`config.mk`:
```
export PLATFORM = sky130hd
export DESIGN_NAME = rpc_auth_credential_parser_core
export DESIGN_NICKNAME = d
export VERILOG_FILES = /design/src/rtl/rpcac_pkg.sv /design/src/rtl/rpcac_fsm.sv /design/src/rtl/rpc_auth_credential_parser_core.sv
export VERILOG_INCLUDE_DIRS = /design/src /design/src/rtl
export SDC_FILE = /design/constraint.sdc
export NUM_CORES = 1
export LEC_CHECK = 0
export BUFFER_PORTS_ARGS = -buffer_cell sky130_fd_sc_hd__buf_4
export CAP_MARGIN = 20
export CORE_ASPECT_RATIO = 0.9
export CORE_MARGIN = 5
export CORE_UTILIZATION = 45
export CTS_BUF_LIST = sky130_fd_sc_hd__clkbuf_4 sky130_fd_sc_hd__clkbuf_8
export CTS_CLUSTER_DIAMETER = 120
export CTS_CLUSTER_SIZE = 40
export DETAILED_ROUTE_END_ITERATION = 6
export PLACE_DENSITY_LB_ADDON = 0.3
export SLEW_MARGIN = 15
export SYNTH_ARGS = -nofsm -noshare
export SYNTH_HDL_FRONTEND = slang
export SYNTH_SLANG_ARGS = --single-unit
```
`constraint.sdc`:
```
create_clock -name clk -period 17.7 [get_ports clk]
set_input_delay 0.885 -clock clk [delete_from_list [all_inputs] [get_ports clk]]
set_output_delay 0.885 -clock clk [all_outputs]
set_load 0.02 [all_outputs]
```
`src/rtl/rpc_auth_credential_parser_core_assert.svh`:
```
// ----------------------------------------------------------------------------
// RPC credential parser assertion macros
// Shared concurrent assertion forms used by the parser modules.
// ----------------------------------------------------------------------------
`ifndef RPC_AUTH_CREDENTIAL_PARSER_CORE_ASSERT_SVH
`define RPC_AUTH_CREDENTIAL_PARSER_CORE_ASSERT_SVH

// Same-cycle implication, disabled while reset is asserted.
`define RPCAC_ASSERT_NOW(label, clk, rst_n, ante, cons, msg) \
	label: assert property (@(posedge clk) disable iff (!(rst_n)) (ante) |-> (cons)) \
		else $error(msg);

// Next-cycle implication, disabled while reset is asserted.
`define RPCAC_ASSERT_NEXT(label, clk, rst_n, ante, cons, msg) \
	label: assert property (@(posedge clk) disable iff (!(rst_n)) (ante) |=> (cons)) \
		else $error(msg);

`endif

```
`src/rtl/rpcac_pkg.sv`:
```
// ----------------------------------------------------------------------------
// RPC credential parser package
// Phase, status and kind codes, limits and the result record.
// ----------------------------------------------------------------------------
`timescale 1ns / 1ps

package rpcac_pkg;

	localparam logic [10:0] MAX_BUFFER_WORDS = 11'd1024;
	localparam logic [30:0] MAX_NAME_WORDS   = 31'd64;
	localparam logic [31:0] MAX_GROUPS       = 32'd16;
	localparam logic [10:0] MIN_AVAIL_WORDS  = 11'd3;
	localparam logic [31:0] NAME_TAIL_WORDS  = 32'd3;
	localparam logic [32:0] GROUP_TAIL_WORDS = 33'd2;

	typedef enum logic [3:0] {
		PH_IDLE  = 4'd0,
		PH_STAMP = 4'd1,
		PH_MLEN  = 4'd2,
		PH_NAME  = 4'd3,
		PH_UID   = 4'd4,
		PH_GID   = 4'd5,
		PH_GLEN  = 4'd6,
		PH_GRP   = 4'd7,
		PH_VFL   = 4'd8,
		PH_VLEN  = 4'd9
	} phase_t;

	typedef enum logic [1:0] {
		ST_OK      = 2'd0,
		ST_GARBAGE = 2'd1,
		ST_BADCRED = 2'd2,
		ST_BADVERF = 2'd3
	} status_t;

	typedef enum logic [1:0] {
		KIND_UID     = 2'd0,
		KIND_GID     = 2'd1,
		KIND_GROUP   = 2'd2,
		KIND_VERDICT = 2'd3
	} kind_t;

	typedef struct packed {
		logic        valid;
		kind_t       kind;
		logic [31:0] value;
		status_t     status;
		logic [10:0] remaining_len;
		logic [4:0]  group_count;
	} res_t;

endpackage

```
`src/rtl/rpcac_fsm.sv`:
```
// ----------------------------------------------------------------------------
// RPC credential parser phase engine
// Holds the parse state and turns one registered word into at most one result.
// ----------------------------------------------------------------------------
`timescale 1ns / 1ps

`include "rpc_auth_credential_parser_core_assert.svh"

module rpcac_fsm (
	input  logic              clk,
	input  logic              arst_n,
	input  logic              step,
	input  logic [31:0]       word,
	input  logic              first,
	input  logic              flavor_null,
	input  logic [10:0]       avail_len,
	output rpcac_pkg::res_t   res
);
	import rpcac_pkg::*;

	phase_t      phase_q, phase_d;
	logic [10:0] words_left_q, words_left_d;
	logic [6:0]  skip_count_q, skip_count_d;
	logic [4:0]  groups_left_q, groups_left_d;
	logic [4:0]  groups_seen_q, groups_seen_d;
	logic        null_mode_q, null_mode_d;

	logic [10:0] avl;
	logic [32:0] name_round;
	logic [30:0] name_words;
	logic [31:0] name_need;
	logic [32:0] group_need;

	always_ff @(posedge clk or negedge arst_n) begin
		if (!arst_n) begin
			phase_q       <= PH_IDLE;
			words_left_q  <= '0;
			skip_count_q  <= '0;
			groups_left_q <= '0;
			groups_seen_q <= '0;
			null_mode_q   <= 1'b0;
		end else if (step) begin
			phase_q       <= phase_d;
			words_left_q  <= words_left_d;
			skip_count_q  <= skip_count_d;
			groups_left_q <= groups_left_d;
			groups_seen_q <= groups_seen_d;
			null_mode_q   <= null_mode_d;
		end
	end

	always_comb begin
		avl        = (avail_len > MAX_BUFFER_WORDS) ? MAX_BUFFER_WORDS : avail_len;
		name_round = {1'b0, word} + 33'd3;
		name_words = name_round[32:2];
		name_need  = {1'b0, name_words} + NAME_TAIL_WORDS;
		group_need = {1'b0, word} + GROUP_TAIL_WORDS;

		phase_d       = phase_q;
		words_left_d  = words_left_q;
		skip_count_d  = skip_count_q;
		groups_left_d = groups_left_q;
		groups_seen_d = groups_seen_q;
		null_mode_d   = null_mode_q;

		res               = '0;
		res.kind          = KIND_UID;
		res.status        = ST_OK;
		res.value         = word;

		if (first) begin
			null_mode_d   = flavor_null;
			groups_seen_d = '0;
			groups_left_d = '0;
			skip_count_d  = '0;
			words_left_d  = '0;
			if (avl < MIN_AVAIL_WORDS) begin
				res.valid  = 1'b1;
				res.kind   = KIND_VERDICT;
				res.status = ST_GARBAGE;
				phase_d    = PH_IDLE;
			end else begin
				words_left_d = avl - MIN_AVAIL_WORDS;
				if (flavor_null) begin
					if (word != 32'd0) begin
						res.valid  = 1'b1;
						res.kind   = KIND_VERDICT;
						res.status = ST_BADCRED;
						phase_d    = PH_IDLE;
					end else begin
						phase_d = PH_VFL;
					end
				end else begin
					phase_d = PH_STAMP;
				end
			end
		end else begin
			unique case (phase_q)
				PH_STAMP: begin
					phase_d = PH_MLEN;
				end
				PH_MLEN: begin
					if (name_words > MAX_NAME_WORDS || name_need > {21'd0, words_left_q}) begin
						res.valid  = 1'b1;
						res.kind   = KIND_VERDICT;
						res.status = ST_BADCRED;
						phase_d    = PH_IDLE;
					end else begin
						words_left_d = words_left_q - name_need[10:0];
						skip_count_d = name_words[6:0];
						phase_d      = (name_words != '0) ? PH_NAME : PH_UID;
					end
				end
				PH_NAME: begin
					skip_count_d = skip_count_q - 7'd1;
					if (skip_count_d == '0) begin
						phase_d = PH_UID;
					end
				end
				PH_UID: begin
					res.valid = 1'b1;
					res.kind  = KIND_UID;
					phase_d   = PH_GID;
				end
				PH_GID: begin
					res.valid = 1'b1;
					res.kind  = KIND_GID;
					phase_d   = PH_GLEN;
				end
				PH_GLEN: begin
					if (word > MAX_GROUPS || group_need > {22'd0, words_left_q}) begin
						res.valid  = 1'b1;
						res.kind   = KIND_VERDICT;
						res.status = ST_BADCRED;
						phase_d    = PH_IDLE;
					end else begin
						words_left_d  = words_left_q - group_need[10:0];
						groups_left_d = word[4:0];
						groups_seen_d = '0;
						phase_d       = (word != 32'd0) ? PH_GRP : PH_VFL;
					end
				end
				PH_GRP: begin
					res.valid     = 1'b1;
					res.kind      = KIND_GROUP;
					groups_seen_d = groups_seen_q + 5'd1;
					groups_left_d = groups_left_q - 5'd1;
					if (groups_left_d == '0) begin
						phase_d = PH_VFL;
					end
				end
				PH_VFL: begin
					if (word != 32'd0) begin
						res.valid  = 1'b1;
						res.kind   = KIND_VERDICT;
						res.status = ST_BADVERF;
						phase_d    = PH_IDLE;
					end else begin
						phase_d = PH_VLEN;
					end
				end
				PH_VLEN: begin
					res.valid  = 1'b1;
					res.kind   = KIND_VERDICT;
					res.status = (word != 32'd0) ? ST_BADVERF : ST_OK;
					phase_d    = PH_IDLE;
				end
				default: begin
					phase_d = PH_IDLE;
				end
			endcase
		end

		if (res.kind == KIND_VERDICT) begin
			res.value         = '0;
			res.group_count   = first ? 5'd0 : groups_seen_q;
			res.remaining_len = (res.status == ST_OK) ? words_left_q : 11'd0;
		end
	end

	`RPCAC_ASSERT_NOW(a_name_skip_nonzero, clk, arst_n, phase_q == PH_NAME,
		skip_count_q != 7'd0, "name phase entered with no words to skip")
	`RPCAC_ASSERT_NOW(a_groups_pending, clk, arst_n, phase_q == PH_GRP,
		groups_left_q != 5'd0, "group phase entered with no groups left")
	`RPCAC_ASSERT_NOW(a_groups_bounded, clk, arst_n, 1'b1,
		{27'd0, groups_seen_q} <= MAX_GROUPS, "group count exceeds limit")
	`RPCAC_ASSERT_NEXT(a_verdict_idles, clk, arst_n,
		step && res.valid && res.kind == KIND_VERDICT, phase_q == PH_IDLE,
		"parser not idle after a verdict")

endmodule

```
`src/rtl/rpc_auth_credential_parser_core.sv`:
```
// One XDR word is taken per cycle and each word yields at most one result: a uid, a
// gid, a group id or the final verdict of the credential. A word is held in the input
// register and its result is then written into the result register when that is free or
// being taken, and the block sustains one word per cycle as long as results are taken;
// a stalled result holds the input register and stops new words.
// ----------------------------------------------------------------------------
// RPC Unix-style / null credential parser
// Input register, phase engine and result register for the word stream.
// ----------------------------------------------------------------------------
`timescale 1ns / 1ps

module rpc_auth_credential_parser_core (
	input  logic        clk,
	input  logic        arst_n,
	input  logic        item_valid,
	output logic        item_ready,
	input  logic [31:0] word,
	input  logic        first,
	input  logic        flavor_null,
	input  logic [10:0] avail_len,
	output logic        result_valid,
	input  logic        result_ready,
	output logic [1:0]  kind,
	output logic [31:0] value,
	output logic [1:0]  status,
	output logic [10:0] remaining_len,
	output logic [4:0]  group_count
);
	import rpcac_pkg::*;

	logic        valid_s1;
	logic [31:0] word_s1;
	logic        first_s1;
	logic        flavor_null_s1;
	logic [10:0] avail_len_s1;
	logic        adv;
	res_t        res;
	res_t        out_q;
	logic        out_valid_q;

	assign adv        = valid_s1 && (!out_valid_q || result_ready);
	assign item_ready = !valid_s1 || adv;

	always_ff @(posedge clk or negedge arst_n) begin
		if (!arst_n) begin
			valid_s1 <= 1'b0;
		end else if (item_ready) begin
			valid_s1 <= item_valid;
		end
	end

	always_ff @(posedge clk) begin
		if (item_ready && item_valid) begin
			word_s1        <= word;
			first_s1       <= first;
			flavor_null_s1 <= flavor_null;
			avail_len_s1   <= avail_len;
		end
	end

	rpcac_fsm u_fsm (
		.clk         (clk),
		.arst_n      (arst_n),
		.step        (adv),
		.word        (word_s1),
		.first       (first_s1),
		.flavor_null (flavor_null_s1),
		.avail_len   (avail_len_s1),
		.res         (res)
	);

	always_ff @(posedge clk or negedge arst_n) begin
		if (!arst_n) begin
			out_valid_q <= 1'b0;
		end else if (adv) begin
			out_valid_q <= res.valid;
		end else if (result_ready) begin
			out_valid_q <= 1'b0;
		end
	end

	always_ff @(posedge clk) begin
		if (adv && res.valid) begin
			out_q <= res;
		end
	end

	assign result_valid  = out_valid_q;
	assign kind          = out_q.kind;
	assign value         = out_q.value;
	assign status        = out_q.status;
	assign remaining_len = out_q.remaining_len;
	assign group_count   = out_q.group_count;

endmodule

```
---- Word level (Yosys, flattened, before mapping) ----
Index checks and enable logic that the tools add are counted.
storage, ports and cells
  register bits after elaboration ......... 131
  bits of input ports ..................... 49
cells by class
  add/sub/neg operators ................... 9
  $lt $le $gt $ge ......................... 6
  equality and inequality tests ........... 14
  multiplexer cells ....................... 44
  bitwise operators ....................... 1
  reductions and logical operators ........ 25
operators with widths
  kind                   count
  $add 32x2->33 const B  2
  $mux 11                5
  $mux 4                 10
  $gt 33x11->1           1
  $add 31x2->32 const B  1
  $gt 32x11->1           1
  $gt 32x5->1 const B    1
  $pmux 4 s8             1
  $reduce_bool 32->1     1
  $gt 31x7->1 const B    1
  $reduce_bool 31->1     1
  $pmux 11 s2            1
  $sub 11x11->11         2
  $mux 3                 7
  $pmux 3 s7             1
  $mux 5                 4
  $pmux 5 s2             2
  $eq 4x3->1 const B     4
  $mux 2                 7
  $mux 7                 2
  $pmux 7 s2             1
  $gt 11x11->1 const B   1
  $lt 11x2->1 const B    1
  $sub 11x2->11 const B  1
  other kinds (24)       40

---- Longest topological paths before layout ----
Gate-level depths: netlist of run 1.
  depth after elaboration ................. 10
  depth in mapped cells ................... 22
  mapped depth without buffers ............ 19

---- Cells and area by module ----
A second synthesis of run 1 with hierarchy kept.
second synthesis, totals
  cell total of the unflattened synthesis .. 840
  area, all modules ....................... 8440.6 sq um
by module, submodules not included
  module                           times used  cells an instance  area each (sq um)  seq. area each (sq um)
  rpcac_fsm                        1           733                5418.9             800.8
  rpc_auth_credential_parser_core  1           107                3021.6             2962.8

---- Least setup slack after synthesis of run 1 ----
OpenSTA, ideal clock, no wires.
  kind .................................... register -> register
  start ................................... register word_s1[1]
  end ..................................... register out_q (netlist bit group_count[0]), enable pin
  library setup time ...................... 0.480 ns
  arrival ................................. 6.489 ns
  data required time ...................... 17.220 ns
  setup slack ............................. 10.731 ns
  cell stages (with the launch flop) ...... 19
  path buffers ............................ 1
  period minus slack after synthesis ...... 6.969 ns
  path through ............................ edfxtp_1 > buf_2 > inv_1 > ha_1 > a21oi_2 > xor2_1 > ha_1 > or4b_1 > o41ai_1 > and2_1 > xor2_1 > ha_1 > nand4_1 > o32ai_1 > o22ai_1 > nor4_4 > a21oi_2 > a211oi_1 > o22ai_1
on the way
  cells in the longest elaborated chain, start to end .. 8
  elaborated cells on any way between the ends .. 18
  classes of those cells .................. add/sub: 3; order compare: 4; mux: 7; reduce/logical: 4
RTL lines
  item                    line                                   source
  start, declared         rpc_auth_credential_parser_core.sv:32  logic [31:0] word_s1;
  start signal, assigned  rpc_auth_credential_parser_core.sv:54  word_s1 <= word;
  $add 32x2->33           rpcac_fsm.sv:54                        name_round = {1'b0, word} + 33'd3;
  $add 31x2->32           rpcac_fsm.sv:56                        name_need = {1'b0, name_words} + NAME_TAIL_WORDS;
  $gt 32x11->1            rpcac_fsm.sv:103                       if (name_words > MAX_NAME_WORDS || name_need > {21'd0, words_left_q}) begin
  $logic_or 1x1->1        rpcac_fsm.sv:103
  $mux 3                  rpcac_fsm.sv:103
  $pmux 3 s7              rpcac_fsm.sv:98                        unique case (phase_q)
  $mux 3 (*)              rpcac_fsm.sv:71                        if (first) begin
  $logic_and 1x1->1 (*)   rpc_auth_credential_parser_core.sv:83  if (adv && res.valid) begin
  end signal, assigned    rpc_auth_credential_parser_core.sv:84  out_q <= res;
  end, declared           rpc_auth_credential_parser_core.sv:38  res_t out_q;
Every way passes the cells marked *; elsewhere a longest branch is shown, timed or not.
A chain may end at the register's enable or synchronous reset.

---- Worst setup path in the final report of run 1 ----
  start ................................... register word_s1[1]
  end ..................................... register out_q (netlist bit value[8]), enable pin
Same word-level chain as after synthesis.

==> summary.md, run 1 <==
| Metric | Value |
|---|---|
| Fin crit period | a little under 6 ns |
| H-tree Lvls | 4 |
| Avg WL per Cell | ~20 um |
| Initial antenna violation count | 0 |
| Setup crit end kind | flip-flop |
| Via count | 6,900 |
| CORE AREA | 0.01823 mm2 |
| Pint | ~0.63 mW |
| GRT Util Overall | 0.2137 |
| Mapped Avg Cell Area | roughly 10 um2 |
| Max-Cap Viols | 0 |
| Top FF cell, synth | edfxtp_1 |
| DIE HEIGHT | 138.7 um |
| Detailed Routing Iterations Pass 1 | 5 |
| Ys async rst share | 0.2595 |
| YS warnings | 0 |
| Switch Pwr | about 0.34 mW |
| Worst stage delay on the critical path | about 0.6 ns |
| Critical Path RT | 17.85 ns |
| Worst-Margin Slew | just over 0.8 ns |
| Gate power share | 0.310 |
| Grt total ovfl | 0 |
| WL final | 22,750 um |
| Cell variety after synth | 81 |
| Crit path top cell by count | ha_1 |
| Kind of critical path | flip-flop to flip-flop |
| Deepest clock path buffer count | 2 |
| Slew headroom | 0.4594 |
| Seq pwr share | 0.410 |
| DP HPWL | 16,850 um |
| Max-slew violation count | 0 |
| FF-to-FF path depth | 19 |
| Pleak | 3.876 nW |
| Seq/Total Area, Yosys | 0.4542 |
| Final period util | 0.3350 |
| Hold_buf cts | 0 |
| Share of layout cells above drive strength 1 | 0.1926 |
| Unrepaired setup endpoints after global routing | false |
| Crit-path max FO | 52 |
| Vias in the first global route | ~6,500 |
| Run status | completed |
| DR vias/cell | between 5 and 6 |
| Num ports | about 100 |
| Number of antenna-violating nets in the routed design | 0 |
| Std-Cell Rows | 47 |
| Die W | about 150 um |
| CTS Sinks | between 100 and 150 |
| Placed cell count | 1,132 |
| Global-route wire length before repair | roughly 36,000 um |
| Root Buffer | clkbuf_8 |
| # diodes | 0 |
| Port-buffer cells | a little over 100 |
| Largest net degree at the start of global routing | 53 |
| Worst Path Arrival | roughly 6 ns |
| Die area | 0.02123 mm2 |
| Setup repair bufs after CTS | 0 |
| Syn Nets | 910 |
| CTS tree | done |
| Cell chain of the critical path | inv_1, ha_1, a21oi_2, xor2_1, ha_1, or4b_1, o41ai_1, and2_1, xor2_1, ha_1, a2111oi_0, o21ai_0, nor2_1, o22ai_1, nor4_4, a21oi_2, a211oi_1, o22ai_4, buf_4 |
| Crit-path slowest cell | or4b_1 |
| Final setup fails | 0 |
| Final clock skew | approximately 0.015 ns |
| Sw Share | 0.3483 |
| Synth-to-layout area growth | 16.78% |
| # nets final | 997 |
| Hold WC Path Type | primary input to async pin |
| Most common cell after layout, fill and taps aside | buf_4 |
| Startpoint types | flip-flop |
| Worst VDD drop | 0.06679 mV |
| Worst-Skew Late Latency | 0.46 ns |
| Pwr/cell area | ~100 mW/mm2 |
| Final GP Congestion | 0.9817 |
| Worst reg2reg setup slack | about 12 ns |
| Total power | slightly below 1 mW |
| FMAX | 168.6 MHz |
| Num CTS Buffers | 17 |
| Hold violation total from the final report | 0 |
| 1st-iter DRT viols | around 790 |
| Post-Synthesis Cells | approximately 820 |
| Residual DRC | 0 |
| PostCTS Resize Cnt | 0 |
| Final setup TNS | 0 ns |
| Clock transition at path regs | approximately 0.090 ns |
| Most frequent cells in the layout | buf_4 (110), edfxtp_1 (97), nor2_1 (56) |
| Clock power frac | 0.280 |
| Post-synth EDFFs | 97 |
| Initial Util | 0.4545 |
| Synth Cell Area | 0.008285 mm2 |
| Non-Filler Instances | around 1,200 |
| FF+latch count, synth | 131 |
## cells in the mapped netlist, drive strengths merged (25+ instances only)
cell type | number | area [um2]
a21oi | 39 | 202.7
and3 | 37 | 231.5
dfrtp | 34 | 850.8
edfxtp | 97 | 2913
ha | 41 | 513.0
inv | 36 | 135.1
nand2 | 52 | 195.2
nand3 | 25 | 125.1
nor2 | 56 | 210.2
nor3 | 33 | 181.4
o21ai | 46 | 230.2
xnor2 | 30 | 262.8
## kinds of logic (layout without fill, tap and decap cells)
kind of cell | Yosys count | count (layout) | synth area share
and+or+nand+nor | 315 | 315 | 0.2122
AOI/OAI and AO/OA | 181 | 181 | 0.1457
DFF | 131 | 131 | 0.4542
buffers and inverters | 80 | 180 | 0.04289
xor gates and xnor gates | 47 | 47 | 0.04968
adders and majority gates | 42 | 42 | 0.06433
muxes | 23 | 23 | 0.03096
## flip-flops by register name, summed over array words and instances (netlist names), 2 cells and up
name / flops
u_fsm.skip_count_q: 7
remaining_len: 11
u_fsm.phase_q: 4
u_fsm.words_left_q: 11
kind: 2
value: 32
avail_len_s1: 11
u_fsm.groups_left_q: 5
status: 2
u_fsm.groups_seen_q: 5
group_count: 5
word_s1: 32
## layout make-up
type | instances | area (um2)
multi-input cells | 608 | 4193
inverters | 36 | 135.1
clock inverters | 14 | 180.2
fillers | 1718 | 8554
flip-flops and latches | 131 | 3764
well taps | 245 | 306.5
repair buffers | 112 | 855.8
clock buffers | 18 | 241.5
## worst paths after layout
check / start / end
max: word_s1[1] / value[8]
min: arst_n / u_fsm.groups_left_q[4]
max reg2reg: word_s1[1] / value[8]
min reg2reg: u_fsm.groups_left_q[1] / u_fsm.groups_left_q[1]
max in group asynchronous: arst_n / valid_s1
min in group clk: u_fsm.groups_left_q[1] / u_fsm.groups_left_q[1]
## power by group through the flow
stage	clock (mW)	sequential [mW]	combinational [mW]
6_report	0.273	0.398	0.302
5_1_grt	0.291	0.402	0.339
4_1_cts	0.277	0.397	0.298
3_5_place_dp	0	0.404	0.296
3_3_place_gp	0	0.403	0.291
2_1_floorplan	0	0.394	0.216
## worst max-delay path: cells and delay by family, from the launching register on
kind | cells | cell delay, ns
XOR/XNOR | 2 | 0.28
flip-flops | 1 | 0.56
buffers and inverters | 2 | 0.52
adder cells (fa/ha/maj) | 3 | 0.76
AND/OR/NAND/NOR | 4 | 1.31
AO/OA/AOI/OAI | 8 | 2.18
## metrics by stage
step / hold WS, ns / utilization / setup WS [ns] / instance area [um2]
3_5_place_dp: 0.4997 / 0.5076 / 11.86 / 9254
4_1_cts: 0.3736 / 0.5307 / 11.83 / 9676
3_3_place_gp: 0.4952 / 0.5060 / 11.81 / 9224
2_1_floorplan: 0.4721 / - / 10.73 / 8285
5_1_grt: 0.3881 / 0.5307 / 11.36 / 9676
6_report: 0.3814 / 0.5307 / 11.77 / 9676
## routing by layer
metal  track usage  share of wire
met1        0.3162           0.46
met2        0.3025           0.43
met3       0.06334          0.096
met4       0.06329          0.018
met5             0              0
(Power assumes the default switching activity.)
==> run 2, diff against run 1 <==
clock period = 5.7 ns   (was 17.7 ns; I/O delays follow)
==> run 2 against run 1 <==
Clock skew about the same. Sequential share of layout area decreased by 1.9 points. Largest power group unchanged. Fmax increased by 12%.
==> summary.md, run 2 (same netlist as run 1, synthesis figures left out) <==
| Metric | Value |
|---|---|
| Worst-Margin Slew | 0.7847 ns (-0.02314 ns) |
| Via count | 7,049 (+2.2%) |
| Sw Share | 0.3554 (+0.007124) |
| Final GP Congestion | 0.9305 (-5.2%) |
| Pre-CTS WS | 0.3108 ns (-11.55 ns) |
| DIE HEIGHT | 138.7 um (unchanged) |
| Num CTS Buffers | 17 (unchanged) |
| Worst Path Arrival | 5.46 ns (-0.62 ns) |
| Die area | 0.02123 mm2 (unchanged) |
| CTS tree | done |
| Number of antenna-violating nets in the routed design | 0 (unchanged) |
| Hold WC Path Type | primary input to flip-flop |
| WL final | 23,130 um (+1.7%) |
| Seq pwr share | 0.408 (-0.002) |
| Fin crit period | 5.275 ns (-0.6554 ns) |
| Synth-to-layout area growth | 22.77% |
| Worst-Skew Late Latency | 0.46 ns (about the same) |
| Setup crit end kind | flip-flop |
| Worst VDD drop | 0.2381 mV (+260%) |
| CORE AREA | 0.01823 mm2 (unchanged) |
| Grt total ovfl | 0 (unchanged) |
| Initial Util | 0.4545 (unchanged) |
| Max-slew violation count | 0 (unchanged) |
| CTS Sinks | 131 (unchanged) |
| Unrepaired setup endpoints after global routing | false |
| Non-Filler Instances | 1,216 (+4.5%) |
| Critical Path RT | 5.88 ns (-11.97 ns) |
| Worst Slack Setup Final | 0.4252 ns (-11.34 ns) |
| Clock transition at path regs | 0.09 ns (about the same) |
| Pwr/cell area | 297.4 mW/mm2 (+200%) |
| Residual DRC | 0 (unchanged) |
| Pleak | 4.092 nW (+5.6%) |
| Slew headroom | 0.4749 (+0.01548) |
| Gate power share | 0.322 (+0.012) |
| Worst hold slack | 0.03551 ns (-0.3459 ns) |
| Largest net degree at the start of global routing | 46 (-13%) |
| H-tree Lvls | 4 (unchanged) |
| Port-buffer cells | 102 (unchanged) |
| Switch Pwr | 1.075 mW (+220%) |
| Clock power frac | 0.270 (-0.010) |
| Vias in the first global route | 6,539 (+0.31%) |
| Final clock skew | 0.01503 ns (-0.0002569 ns) |
| Die W | 153.0 um (unchanged) |
| Root Buffer | clkbuf_8 |
| 1st-iter DRT viols | 642 (-19%) |
| Final period util | 0.9254 (+0.5904) |
| Most common cell after layout, fill and taps aside | buf_4 |
| Run status | completed |
| # nets final | 1,049 (+5.2%) |
| GRT Util Overall | 0.2151 (+0.001447) |
| Detailed Routing Iterations Pass 1 | 5 (unchanged) |
| Fin util | 0.5580 (+0.02725) |
| DP HPWL | 17,020 um (+1.0%) |
| Startpoint types | flip-flop |
| # diodes | 0 (unchanged) |
| Std-Cell Rows | 47 (unchanged) |
| Final setup TNS | 0 ns (unchanged) |
| Crit-path max FO | 31 (-40%) |
| Kind of critical path | flip-flop to flip-flop |
| # fillers | 1,636 (-4.8%) |
| Max-Cap Viols | 0 (unchanged) |
| Share of layout cells above drive strength 1 | 0.1885 (-0.004135) |
| Hold violation total from the final report | 0 (unchanged) |
| FMAX | 189.6 MHz (+12%) |
| Initial antenna violation count | 0 (unchanged) |
| Final setup fails | 0 (unchanged) |
| Placed cell count | 1,138 (+0.53%) |
| Deepest clock path buffer count | 2 (unchanged) |
| Most frequent cells in the layout | buf_4 (117), edfxtp_1 (97), nor2_1 (56) |
| Pint | 1.950 mW (+210%) |
| Setup repair bufs after CTS | 0 (unchanged) |
| Avg WL per Cell | 19.02 um (-2.7%) |
| DR vias/cell | 5.797 (-2.2%) |
| Global-route wire length before repair | 36,280 um (+0.61%) |
| Num ports | 103 (unchanged) |
run 2: changes by cell type in the layout (fill, tap and decap cells not counted), moves of 2 or more:
| cell | change |
|---|---|
| dlygate4sd3_1 | +46 |
| buf_4 | +7 |
| inv_8 | +2 |
| clkinv_4 | -5 |
| inv_6 | +4 |
run 2: power by group through the flow:
stage                     clock network [mW]  registers (mW)  logic (mW)
after global routing                   0.881            1.25        1.08
after floorplan                            0            1.22       0.671
final                                  0.816            1.24       0.974
after CTS                              0.828            1.23       0.959
after detailed placement                   0            1.25       0.927
after global placement                     0            1.25       0.916
run 2: critical path: stages (launching register included):
cell       delay [ns]
edfxtp_1         0.39
inv_1            0.13
ha_1             0.27
a21oi_4          0.30
xor2_1           0.17
ha_1             0.27
or4b_1           0.59
o41ai_2          0.39
and2_1           0.19
xor2_1           0.07
ha_1             0.21
a2111oi_0        0.31
o21ai_0          0.15
nor2_1           0.13
o22ai_1          0.12
nor4_4           0.39
a21oi_2          0.16
a211oi_1         0.26
buf_4            0.17
o22ai_4          0.06
buf_4            0.26
run 2: metal layers:
metal | global-route usage | part of all wire | vias up
li1 | - | - | 3364
met1 | 0.3242 | 0.47 | 3337
met2 | 0.3102 | 0.43 | 324
met3 | 0.05554 | 0.090 | 24
met4 | 0.05110 | 0.013 | 0
met5 | 0 | 0 | -
run 2: metrics by stage:
stage / power (mW) / instance area, um2
2_1_floorplan: 1.894 / 8299
3_3_place_gp: 2.166 / 9276
3_5_place_dp: 2.179 / 9291
4_1_cts: 3.019 / 10160
5_1_grt: 3.210 / 10170
6_report: 3.025 / 10170
run 2: area by class of cell:
type,count,area [um2],share of cell area
multi-input combinational,608,4209,0.4138
tap,245,306.5,0.03014
clock inverter,15,170.2,0.01673
clock buffer,17,234.0,0.02300
sequential,131,3764,0.3700
timing repair buffer,164,1354,0.1331
inverter,36,135.1,0.01328
run 2: timing repair:
item | in CTS | in global routing
resized for setup | 0 | 2
endpoints found under the setup margin | 0 | 52
hold buffers | 46 | 0
hold endpoints to repair | 79 | 0
run 2: final timing paths:
kind | start | to | slack (ns) | depth (start not counted)
setup / recovery | word_s1[1] | status[0] | 0.43 | 20
max in group asynchronous | arst_n | result_valid | 5.02 | 2
hold reg to reg | u_fsm.groups_left_q[1] | u_fsm.groups_left_q[1] | 0.51 | 2
hold / removal | item_valid | valid_s1 | 0.04 | 2
min in group asynchronous | arst_n | u_fsm.words_left_q[6] | 0.33 | 2
setup reg to reg | word_s1[1] | status[0] | 0.43 | 20
